--- config.mk ---
export PLATFORM = sky130hd
export DESIGN_NAME = dense_set_random_sample_core
export DESIGN_NICKNAME = d
export VERILOG_FILES = /design/src/rtl/dsrs_pkg.sv /design/src/rtl/dense_set_random_sample_core.sv /design/src/rtl/dsrs_store.sv /design/src/rtl/dsrs_mod.sv
export SDC_FILE = /design/constraint.sdc
export NUM_CORES = 2
export LEC_CHECK = 0
export ABC_CLOCK_PERIOD_IN_PS = 5100
export BUFFER_PORTS_ARGS = -buffer_cell sky130_fd_sc_hd__buf_2
export CELL_PAD_IN_SITES_DETAIL_PLACEMENT = 0
export CELL_PAD_IN_SITES_GLOBAL_PLACEMENT = 2
export CORE_MARGIN = 8
export CORE_UTILIZATION = 40
export CTS_BUF_LIST = sky130_fd_sc_hd__clkbuf_8
export CTS_CLUSTER_SIZE = 30
export DETAILED_ROUTE_END_ITERATION = 12
export PLACE_DENSITY = 0.81
export RECOVER_POWER = 50
export SLEW_MARGIN = 20
export SYNTH_ARGS = -nofsm -noshare
export SYNTH_HDL_FRONTEND = slang
export SYNTH_SLANG_ARGS = --single-unit
--- constraint.sdc ---
create_clock -name clk -period 5.1 [get_ports clk]
set_input_delay 1.02 -clock clk [delete_from_list [all_inputs] [get_ports clk]]
set_output_delay 1.02 -clock clk [all_outputs]
set_load 0.005 [all_outputs]
--- src/rtl/dsrs_pkg.sv ---
// Shared types and constants for the dense set with random sampling.
// No dependencies; every other file in rtl/ imports this package.
package dsrs_pkg;

	localparam int CAPACITY = 64;
	localparam int ADDR_W = $clog2(CAPACITY);
	localparam int CNT_W = $clog2(CAPACITY + 1);
	localparam int VALUE_W = 32;
	localparam int RND_W = 16;
	localparam int STEP_W = $clog2(RND_W);
	localparam int COUNT_OUT_W = 7;

	localparam logic [CNT_W-1:0] CAP_COUNT = CNT_W'(CAPACITY);

	localparam logic [1:0] REQ_INSERT = 2'd0;
	localparam logic [1:0] REQ_REMOVE = 2'd1;
	localparam logic [1:0] REQ_SAMPLE = 2'd2;

	localparam logic [1:0] STATUS_DONE = 2'd0;
	localparam logic [1:0] STATUS_MISS = 2'd1;
	localparam logic [1:0] STATUS_FULL = 2'd2;
	localparam logic [1:0] STATUS_EMPTY = 2'd3;

	typedef struct packed {
		logic [1:0]                req_type;
		logic signed [VALUE_W-1:0] value;
		logic [RND_W-1:0]          random_word;
	} req_t;

	typedef struct packed {
		logic [1:0]                status;
		logic signed [VALUE_W-1:0] sample_value;
		logic [COUNT_OUT_W-1:0]    member_count;
	} result_t;

	// Access command from the sequencer to the member store.
	typedef struct packed {
		logic               rd_en;
		logic [ADDR_W-1:0]  rd_addr;
		logic               wr_en;
		logic [ADDR_W-1:0]  wr_addr;
		logic [VALUE_W-1:0] wr_data;
	} mem_cmd_t;

	// Start command for the modulo unit.
	typedef struct packed {
		logic             go;
		logic [RND_W-1:0] dividend;
		logic [CNT_W-1:0] divisor;
	} mod_cmd_t;

	typedef enum logic [2:0] {
		ST_IDLE,
		ST_SEARCH,
		ST_MOVE,
		ST_MOD,
		ST_SAMPLE
	} state_t;

endpackage

--- src/rtl/dense_set_random_sample_core.sv ---
// Top level of the dense set with random sampling: request sequencer,
// member count and result register. Depends on dsrs_pkg, dsrs_store, dsrs_mod.
//
//  channel   ports                    transfer when
//  request   start, busy, req         start high and busy low at a rising edge
//  result    done, result             done high (one cycle, cannot be held off)
//
// Insert and remove scan the live entries through the store's read port, one
// entry per cycle, until a hit or the end of the live entries; a remove that
// hits an entry other than the last then moves the last entry into its place.
// Sample starts the modulo unit, reads the store at the remainder on its done
// strobe, then registers the read value. The result strobe comes in the first
// cycle with busy low again; reset empties the set at once, and the store itself is never cleared.
module dense_set_random_sample_core (
	input  logic              clk,
	input  logic              arst_n,
	input  logic              start,
	output logic              busy,
	input  dsrs_pkg::req_t    req,
	output logic              done,
	output dsrs_pkg::result_t result
);
	import dsrs_pkg::*;

	state_t             state_q;
	state_t             state_d;
	req_t               req_q;
	logic [CNT_W-1:0]   count_q;
	logic [CNT_W-1:0]   count_d;
	logic [CNT_W-1:0]   idx_q;
	logic [CNT_W-1:0]   last_full;
	logic [ADDR_W-1:0]  last;
	logic [ADDR_W-1:0]  pos_q;
	logic               cmp_valid_s1;
	logic [ADDR_W-1:0]  cmp_idx_s1;
	logic [VALUE_W-1:0] rdata;
	logic               accept;
	logic               hit;
	logic               issue;
	logic               miss;
	mem_cmd_t           mem_cmd;
	mod_cmd_t           mod_cmd;
	logic               mod_done;
	logic [ADDR_W-1:0]  mod_rem;
	logic               finish;
	logic [1:0]         fin_status;
	logic [VALUE_W-1:0] fin_sample;
	logic               cnt_inc;
	logic               cnt_dec;
	result_t            result_q;
	logic               done_q;

	dsrs_store u_store (
		.clk   (clk),
		.cmd   (mem_cmd),
		.rdata (rdata)
	);

	dsrs_mod u_mod (
		.clk       (clk),
		.arst_n    (arst_n),
		.cmd       (mod_cmd),
		.done      (mod_done),
		.remainder (mod_rem)
	);

	assign accept = start && (state_q == ST_IDLE);
	assign busy = (state_q != ST_IDLE);
	assign last_full = count_q - CNT_W'(1);
	assign last = last_full[ADDR_W-1:0];

	// Search pipeline: a read issued this cycle is compared the next one.
	assign hit = cmp_valid_s1 && (rdata == $unsigned(req_q.value));
	assign issue = !hit && (idx_q < count_q);
	assign miss = !hit && !issue && !cmp_valid_s1;

	always_comb begin
		state_d = state_q;
		unique case (state_q)
			ST_IDLE: begin
				if (accept) begin
					if (req.req_type == REQ_INSERT || req.req_type == REQ_REMOVE) begin
						state_d = ST_SEARCH;
					end else if (req.req_type == REQ_SAMPLE && count_q != '0) begin
						state_d = ST_MOD;
					end
				end
			end
			ST_SEARCH: begin
				if (hit) begin
					if (req_q.req_type == REQ_REMOVE && cmp_idx_s1 != last) begin
						state_d = ST_MOVE;
					end else begin
						state_d = ST_IDLE;
					end
				end else if (miss) begin
					state_d = ST_IDLE;
				end
			end
			ST_MOVE: state_d = ST_IDLE;
			ST_MOD: begin
				if (mod_done) begin
					state_d = ST_SAMPLE;
				end
			end
			ST_SAMPLE: state_d = ST_IDLE;
			default: state_d = ST_IDLE;
		endcase
	end

	always_comb begin
		mem_cmd = '0;
		mod_cmd = '0;
		finish = 1'b0;
		fin_status = STATUS_DONE;
		fin_sample = '0;
		cnt_inc = 1'b0;
		cnt_dec = 1'b0;
		mod_cmd.dividend = req.random_word;
		mod_cmd.divisor = count_q;
		mem_cmd.wr_data = $unsigned(req_q.value);
		unique case (state_q)
			ST_IDLE: begin
				if (accept) begin
					if (req.req_type == REQ_SAMPLE) begin
						if (count_q == '0) begin
							finish = 1'b1;
							fin_status = STATUS_EMPTY;
						end else begin
							mod_cmd.go = 1'b1;
						end
					end else if (req.req_type != REQ_INSERT && req.req_type != REQ_REMOVE) begin
						// Unused request code: no change, plain done.
						finish = 1'b1;
					end
				end
			end
			ST_SEARCH: begin
				if (hit) begin
					if (req_q.req_type == REQ_INSERT) begin
						finish = 1'b1;
						fin_status = STATUS_MISS;
					end else if (cmp_idx_s1 != last) begin
						mem_cmd.rd_en = 1'b1;
						mem_cmd.rd_addr = last;
					end else begin
						finish = 1'b1;
						cnt_dec = 1'b1;
					end
				end else if (issue) begin
					mem_cmd.rd_en = 1'b1;
					mem_cmd.rd_addr = idx_q[ADDR_W-1:0];
				end else if (miss) begin
					finish = 1'b1;
					if (req_q.req_type == REQ_REMOVE) begin
						fin_status = STATUS_MISS;
					end else if (count_q == CAP_COUNT) begin
						fin_status = STATUS_FULL;
					end else begin
						mem_cmd.wr_en = 1'b1;
						mem_cmd.wr_addr = count_q[ADDR_W-1:0];
						cnt_inc = 1'b1;
					end
				end
			end
			ST_MOVE: begin
				// Last entry fills the hole left by the removed one.
				mem_cmd.wr_en = 1'b1;
				mem_cmd.wr_addr = pos_q;
				mem_cmd.wr_data = rdata;
				cnt_dec = 1'b1;
				finish = 1'b1;
			end
			ST_MOD: begin
				if (mod_done) begin
					mem_cmd.rd_en = 1'b1;
					mem_cmd.rd_addr = mod_rem;
				end
			end
			ST_SAMPLE: begin
				finish = 1'b1;
				fin_sample = rdata;
			end
			default: begin
			end
		endcase
	end

	always_comb begin
		count_d = count_q;
		if (cnt_inc) begin
			count_d = count_q + CNT_W'(1);
		end else if (cnt_dec) begin
			count_d = last_full;
		end
	end

	always_ff @(posedge clk or negedge arst_n) begin
		if (!arst_n) begin
			state_q <= ST_IDLE;
			count_q <= '0;
			idx_q <= '0;
			cmp_valid_s1 <= 1'b0;
			done_q <= 1'b0;
		end else begin
			state_q <= state_d;
			count_q <= count_d;
			done_q <= finish;
			if (accept) begin
				idx_q <= '0;
				cmp_valid_s1 <= 1'b0;
			end else if (state_q == ST_SEARCH) begin
				cmp_valid_s1 <= issue;
				if (issue) begin
					idx_q <= idx_q + CNT_W'(1);
				end
			end else begin
				cmp_valid_s1 <= 1'b0;
			end
		end
	end

	always_ff @(posedge clk) begin
		if (accept) begin
			req_q <= req;
		end
		cmp_idx_s1 <= idx_q[ADDR_W-1:0];
		if (hit) begin
			pos_q <= cmp_idx_s1;
		end
		if (finish) begin
			result_q.status <= fin_status;
			result_q.sample_value <= $signed(fin_sample);
			result_q.member_count <= COUNT_OUT_W'(count_d);
		end
	end

	assign done = done_q;
	assign result = result_q;

endmodule

--- src/rtl/dsrs_store.sv ---
// Member store: one write port and one read port, read data registered.
// Depends on dsrs_pkg.
module dsrs_store (
	input  logic                          clk,
	input  dsrs_pkg::mem_cmd_t            cmd,
	output logic [dsrs_pkg::VALUE_W-1:0]  rdata
);
	import dsrs_pkg::*;

	logic [VALUE_W-1:0] mem [CAPACITY];

	always_ff @(posedge clk) begin
		if (cmd.wr_en) begin
			mem[cmd.wr_addr] <= cmd.wr_data;
		end
	end

	always_ff @(posedge clk) begin
		if (cmd.rd_en) begin
			rdata <= mem[cmd.rd_addr];
		end
	end

endmodule

--- src/rtl/dsrs_mod.sv ---
// Bit-serial restoring modulo: one dividend bit per cycle.
// Depends on dsrs_pkg.
module dsrs_mod (
	input  logic                        clk,
	input  logic                        arst_n,
	input  dsrs_pkg::mod_cmd_t          cmd,
	output logic                        done,
	output logic [dsrs_pkg::ADDR_W-1:0] remainder
);
	import dsrs_pkg::*;

	logic             run_q;
	logic             done_q;
	logic [STEP_W-1:0] step_q;
	logic [RND_W-1:0] dvd_q;
	logic [CNT_W-1:0] div_q;
	logic [CNT_W-1:0] rem_q;
	logic [CNT_W:0]   trial;
	logic [CNT_W:0]   diff;

	assign trial = {rem_q, dvd_q[RND_W-1]};
	assign diff = trial - {1'b0, div_q};

	always_ff @(posedge clk or negedge arst_n) begin
		if (!arst_n) begin
			run_q <= 1'b0;
			done_q <= 1'b0;
			step_q <= '0;
		end else begin
			done_q <= 1'b0;
			if (cmd.go) begin
				run_q <= 1'b1;
				step_q <= '0;
			end else if (run_q) begin
				step_q <= step_q + 1'b1;
				if (step_q == STEP_W'(RND_W - 1)) begin
					run_q <= 1'b0;
					done_q <= 1'b1;
				end
			end
		end
	end

	always_ff @(posedge clk) begin
		if (cmd.go) begin
			dvd_q <= cmd.dividend;
			div_q <= cmd.divisor;
			rem_q <= '0;
		end else if (run_q) begin
			dvd_q <= {dvd_q[RND_W-2:0], 1'b0};
			// The partial remainder stays below the divisor, so it fits CNT_W bits.
			if (trial >= {1'b0, div_q}) begin
				rem_q <= diff[CNT_W-1:0];
			end else begin
				rem_q <= trial[CNT_W-1:0];
			end
		end
	end

	assign done = done_q;
	assign remainder = rem_q[ADDR_W-1:0];

endmodule
==> Implementation_results.wiki <==
{| class="wikitable"
! Metric !! Value
|-
| Max_slew headroom || -77.9%
|-
| Max frequency || roughly 190 MHz
|-
| Bufs on Longest Clock Path || 4
|-
| Total clock buffers created by CTS || around 370
|-
| Number of global-route vias before repair || between 50,000 and 60,000
|-
| Worst flop-to-flop path startpoint || u_store.rdata[3]
|-
| Clk_lat worst skew || 1.06 ns
|-
| Worst IR drop on VDD || 0.345 mV
|-
| Post-detail-place hpwl || about 170,000 um
|-
| Post-synthesis sequential area ratio || between 70% and 80%
|-
| CP Data Required Time || between 5 and 6 ns
|-
| Average wire length per cell after detail routing || a little under 30 um
|-
| Floorplan die area || roughly 240,000 um2
|-
| WL met2 || 129,000 um
|-
| Library cells used by synthesis || 83
|-
| Number of rows created at floorplan || 173
|-
| Routed met1 length || around 110,000 um
|-
| Count of antenna-violating nets left after detailed routing || 0
|-
| Status || finished, violations left
|-
| Placed instance count || 9,067
|-
| Port-buffer cells || 95
|-
| Detailed-router iteration count before antenna repair || 6
|-
| Vias per cell || 5.84
|-
| Area overhead of the layout relative to synthesis || 16.1%
|-
| Violation count after the first detailed-routing iteration || 7,100
|-
| # fillers || 19,300
|-
| Core Box Area || 222,000 um2
|-
| Critical path start-end classification || register to register
|-
| Setup slack after layout || -0.0922 ns
|-
| Via count || between 50,000 and 60,000
|-
| Total number of H-tree levels || 5
|-
| Number of antenna violations at the first check in global routing || 16
|-
| Worst Hold Slack || about 0.16 ns
|-
| Crit path time final || between 5 and 6 ns
|-
| Width of the chip || 487 um
|-
| Aggregate routed wire length || 284,000 um
|-
| Uppermost routed layer || met5
|-
| Clock-pin transition on the worst setup and hold timing paths || 0.06 ns
|-
| Global-route wire length before repair || 400,000 um
|-
| Nature of the critical path endpoint || register
|-
| Cells on worst reg2reg path || 15
|-
| Source of the worst hold timing path || req[22]
|-
| Worst-case register-to-register setup slack || -0.09 ns
|-
| HP Class || primary input to register
|-
| Skew final || 0.0696 ns
|-
| Register bit total from synthesis || 2,222
|-
| Mapped Avg Cell Area || 14.8 um2
|-
| Clk sink count || 2,222
|-
| Syn_nets || 6,066
|-
| Count of final hold-check violations || 0
|-
| Most common cell after layout, fill and taps aside || edfxtp_1
|-
| Total of endpoints with negative setup slack in the final report || 3
|-
| Top library cells by usage in the layout, fill and taps aside || edfxtp_1, nand2_1, clkbuf_8, mux2i_1, nand3_1
|-
| Hold depth || 1
|-
| Endpoint of the worst hold path || req_q[22]
|-
| Amount of wire on met3 after detailed routing || ~30,000 um
|-
| I/O pins || between 90 and 100
|-
| Count of unresolved DRC violations after routing || 0
|-
| Finished Layout Cells || 9,718
|-
| Beginning of the critical path || u_store.rdata[3]
|-
| Max capacitance violation total || 2
|-
| Final number of max-transition violations || between 60 and 70
|-
| Pin count of the biggest net entering global routing || 93
|-
| Count of synthesis-stage warnings from yosys || 0
|-
| Power Density || 518 nW/um2
|-
| Share of async-settable or async-resettable flops after synthesis || 1.13%
|-
| Die Span Y || 487 um
|-
| Reg-to-reg endpoint || u_store.rdata[7]
|-
| Transition time at the pin with the least slew margin || 2.67 ns
|-
| Arrival time worst endpoint || ~5.9 ns
|-
| Post-Synthesis Cell Area || 88,900 um2
|-
| Count of nets after finishing || roughly 6,500
|-
| Share of the core filled with cells || 46.6%
|-
| Standard cell area after detailed placement || 96,500 um2
|-
| Cell type with the largest total area after synthesis || edfxtp_1
|-
| Leading post-synthesis cells by cell area || edfxtp_1, nand2_1, mux2i_1, nand3_1, a211oi_1
|-
| Gate Count Post-Synth || between 5,000 and 6,000
|-
| Congestion Overflow GR || 0
|-
| Routability Congestion || roughly 0.9
|-
| Number of enable-type register cells in the synthesized netlist || 2,184
|-
| Type of origin of the critical path || register
|-
| Total global-route track usage || 23.1%
|-
| Top fanout value on the critical path || 14
|-
| Top-area cell type share of the netlist area || around 74%
|-
| Share of the clock period used by the worst path || 102%
|-
| TritonCTS clock tree || done
|-
| Static leakage || 35.9 nW
|-
| Share of final-layout standard cells stronger than drive strength 1 || 16.7%
|-
| Root buffer selected by CTS || clkbuf_8
|-
| Final cell area excluding filler cells || around 100,000 um2
|-
| Failing checks || capacitance limit, slew limit, setup timing
|-
| Dominant synthesized flop cell || edfxtp_1
|-
| Initial cell density of the core || 40.1%
|}
==> Yosys cell counts (6+ instances only) <==
library cell  count
a211o_1           6
dfxtp_1          13
a211oi_1        181
o41ai_1           7
mux2i_1         333
nor4_1            9
nor3_1           42
o311ai_0          6
a32oi_1           9
a21oi_1         165
ha_1             17
o21ai_0          73
a2111oi_0        13
o221ai_1         85
nand4_1          35
a21o_1            8
nor2_1          123
xor2_1           37
buf_1            36
a2bb2oi_1         9
a22oi_1          16
o211a_1          13
nand2_1        1091
and3_1          185
and2_1           43
o22ai_1          72
mux2_2           62
dfrtp_1          25
a311o_1          18
xnor2_1          20
or3_1            10
a311oi_1        123
o221a_2          17
edfxtp_1       2184
nor2b_1           7
nand2b_1          6
a31oi_1          73
clkbuf_1        181
o32ai_1          20
inv_1            20
buf_2           175
nand3_1         295
nor4_2            7
o211ai_1         30
buf_4            16
==> sequential cells by signal (all words and copies together) (netlist names) <==
register and cells:
u_store.mem 2048, result 41, req_q 34, u_store.rdata 32
u_mod.dvd_q 16, count_q 7, idx_q 7, u_mod.div_q 7
u_mod.rem_q 7, cmp_idx_s1 6, pos_q 6, u_mod.step_q 4
state_q 3, cmp_valid_s1 1, done 1, u_mod.done 1
u_mod.run_q 1
==> metal layers <==
layer  up-vias  track usage, %
li1      24200               -
met1     28800            31.3
met2      3214            35.9
met3       525            5.63
met4         4            9.15
met5         -               0
==> logic make-up after synthesis <==
family,share of synthesized area (%)
XOR/XNOR,0.612
AND/OR/NAND/NOR,9.52
adder cells (fa/ha/maj),0.262
buffers and inverters,2.17
flip-flops,74.8
AO/OA/AOI/OAI,8.08
multiplexers,4.55
==> report_power, final <==
part	switching, mW	internal, mW
clock network	6.98	7.42
logic	11.2	5.33
registers	0.414	22.2
==> through the flow <==
| stage | setup WS [ns] | power, mW | TNS, ns |
|---|---|---|---|
| 4_1_cts | 0.00107 | 53.4 | 0 |
| 6_report | -0.0922 | 53.5 | -0.191 |
| 2_1_floorplan | 0.295 | 32.1 | 0 |
| 3_5_place_dp | -0.315 | 39.1 | -0.315 |
| 3_3_place_gp | -0.400 | 38.8 | -0.459 |
| 5_1_grt | -0.0566 | 55.4 | -0.161 |
==> how the worst max path moves through the flow <==
stage,to,slack [ns],cells past startpoint
after detailed placement,u_store.rdata[31],-0.32,15
after CTS,u_store.rdata[31],0.001,15
after global placement,u_store.rdata[31],-0.40,15
after global routing,u_store.rdata[20],-0.06,15
final,u_store.rdata[7],-0.09,15
after floorplan,u_store.mem[0][0],0.29,13
==> final cells by class <==
cell class              instances  area [um2]  area share (%)
clock inverters               255        1430            1.38
repair buffers                520        5170            5.01
inverters                      20        75.1          0.0728
multi-input cells            3341       21200            20.5
clock buffers                 372        5120            4.96
diodes                         13        32.5          0.0315
well taps                    2975        3720            3.61
flip-flops and latches       2222       66500            64.4
==> worst max-delay path: stages (launching register included) <==
cell and delay (ns):
edfxtp_1 0.43, xor2_1 0.18, nor4_2 0.30, buf_4 0.18
buf_4 0.10, nand2_1 0.04, or4_4 0.67, nor4_4 0.57
or2_4 0.26, buf_12 0.16, buf_4 0.21, a211oi_1 0.07
a211oi_1 0.26, a31oi_1 0.10, a211o_1 0.53, a221oi_1 0.75
==> what timing repair did <==
action                                  CTS  global route
endpoints found under the hold margin    25             0
gates resized for setup                   2             8
hold buffers                              1             0
setup buffers                             0             8
gates cloned                              0             2
endpoints found under the setup margin    2            13
pin swaps                                 0            10
No activity file was read; power rests on OpenSTA's default activity.
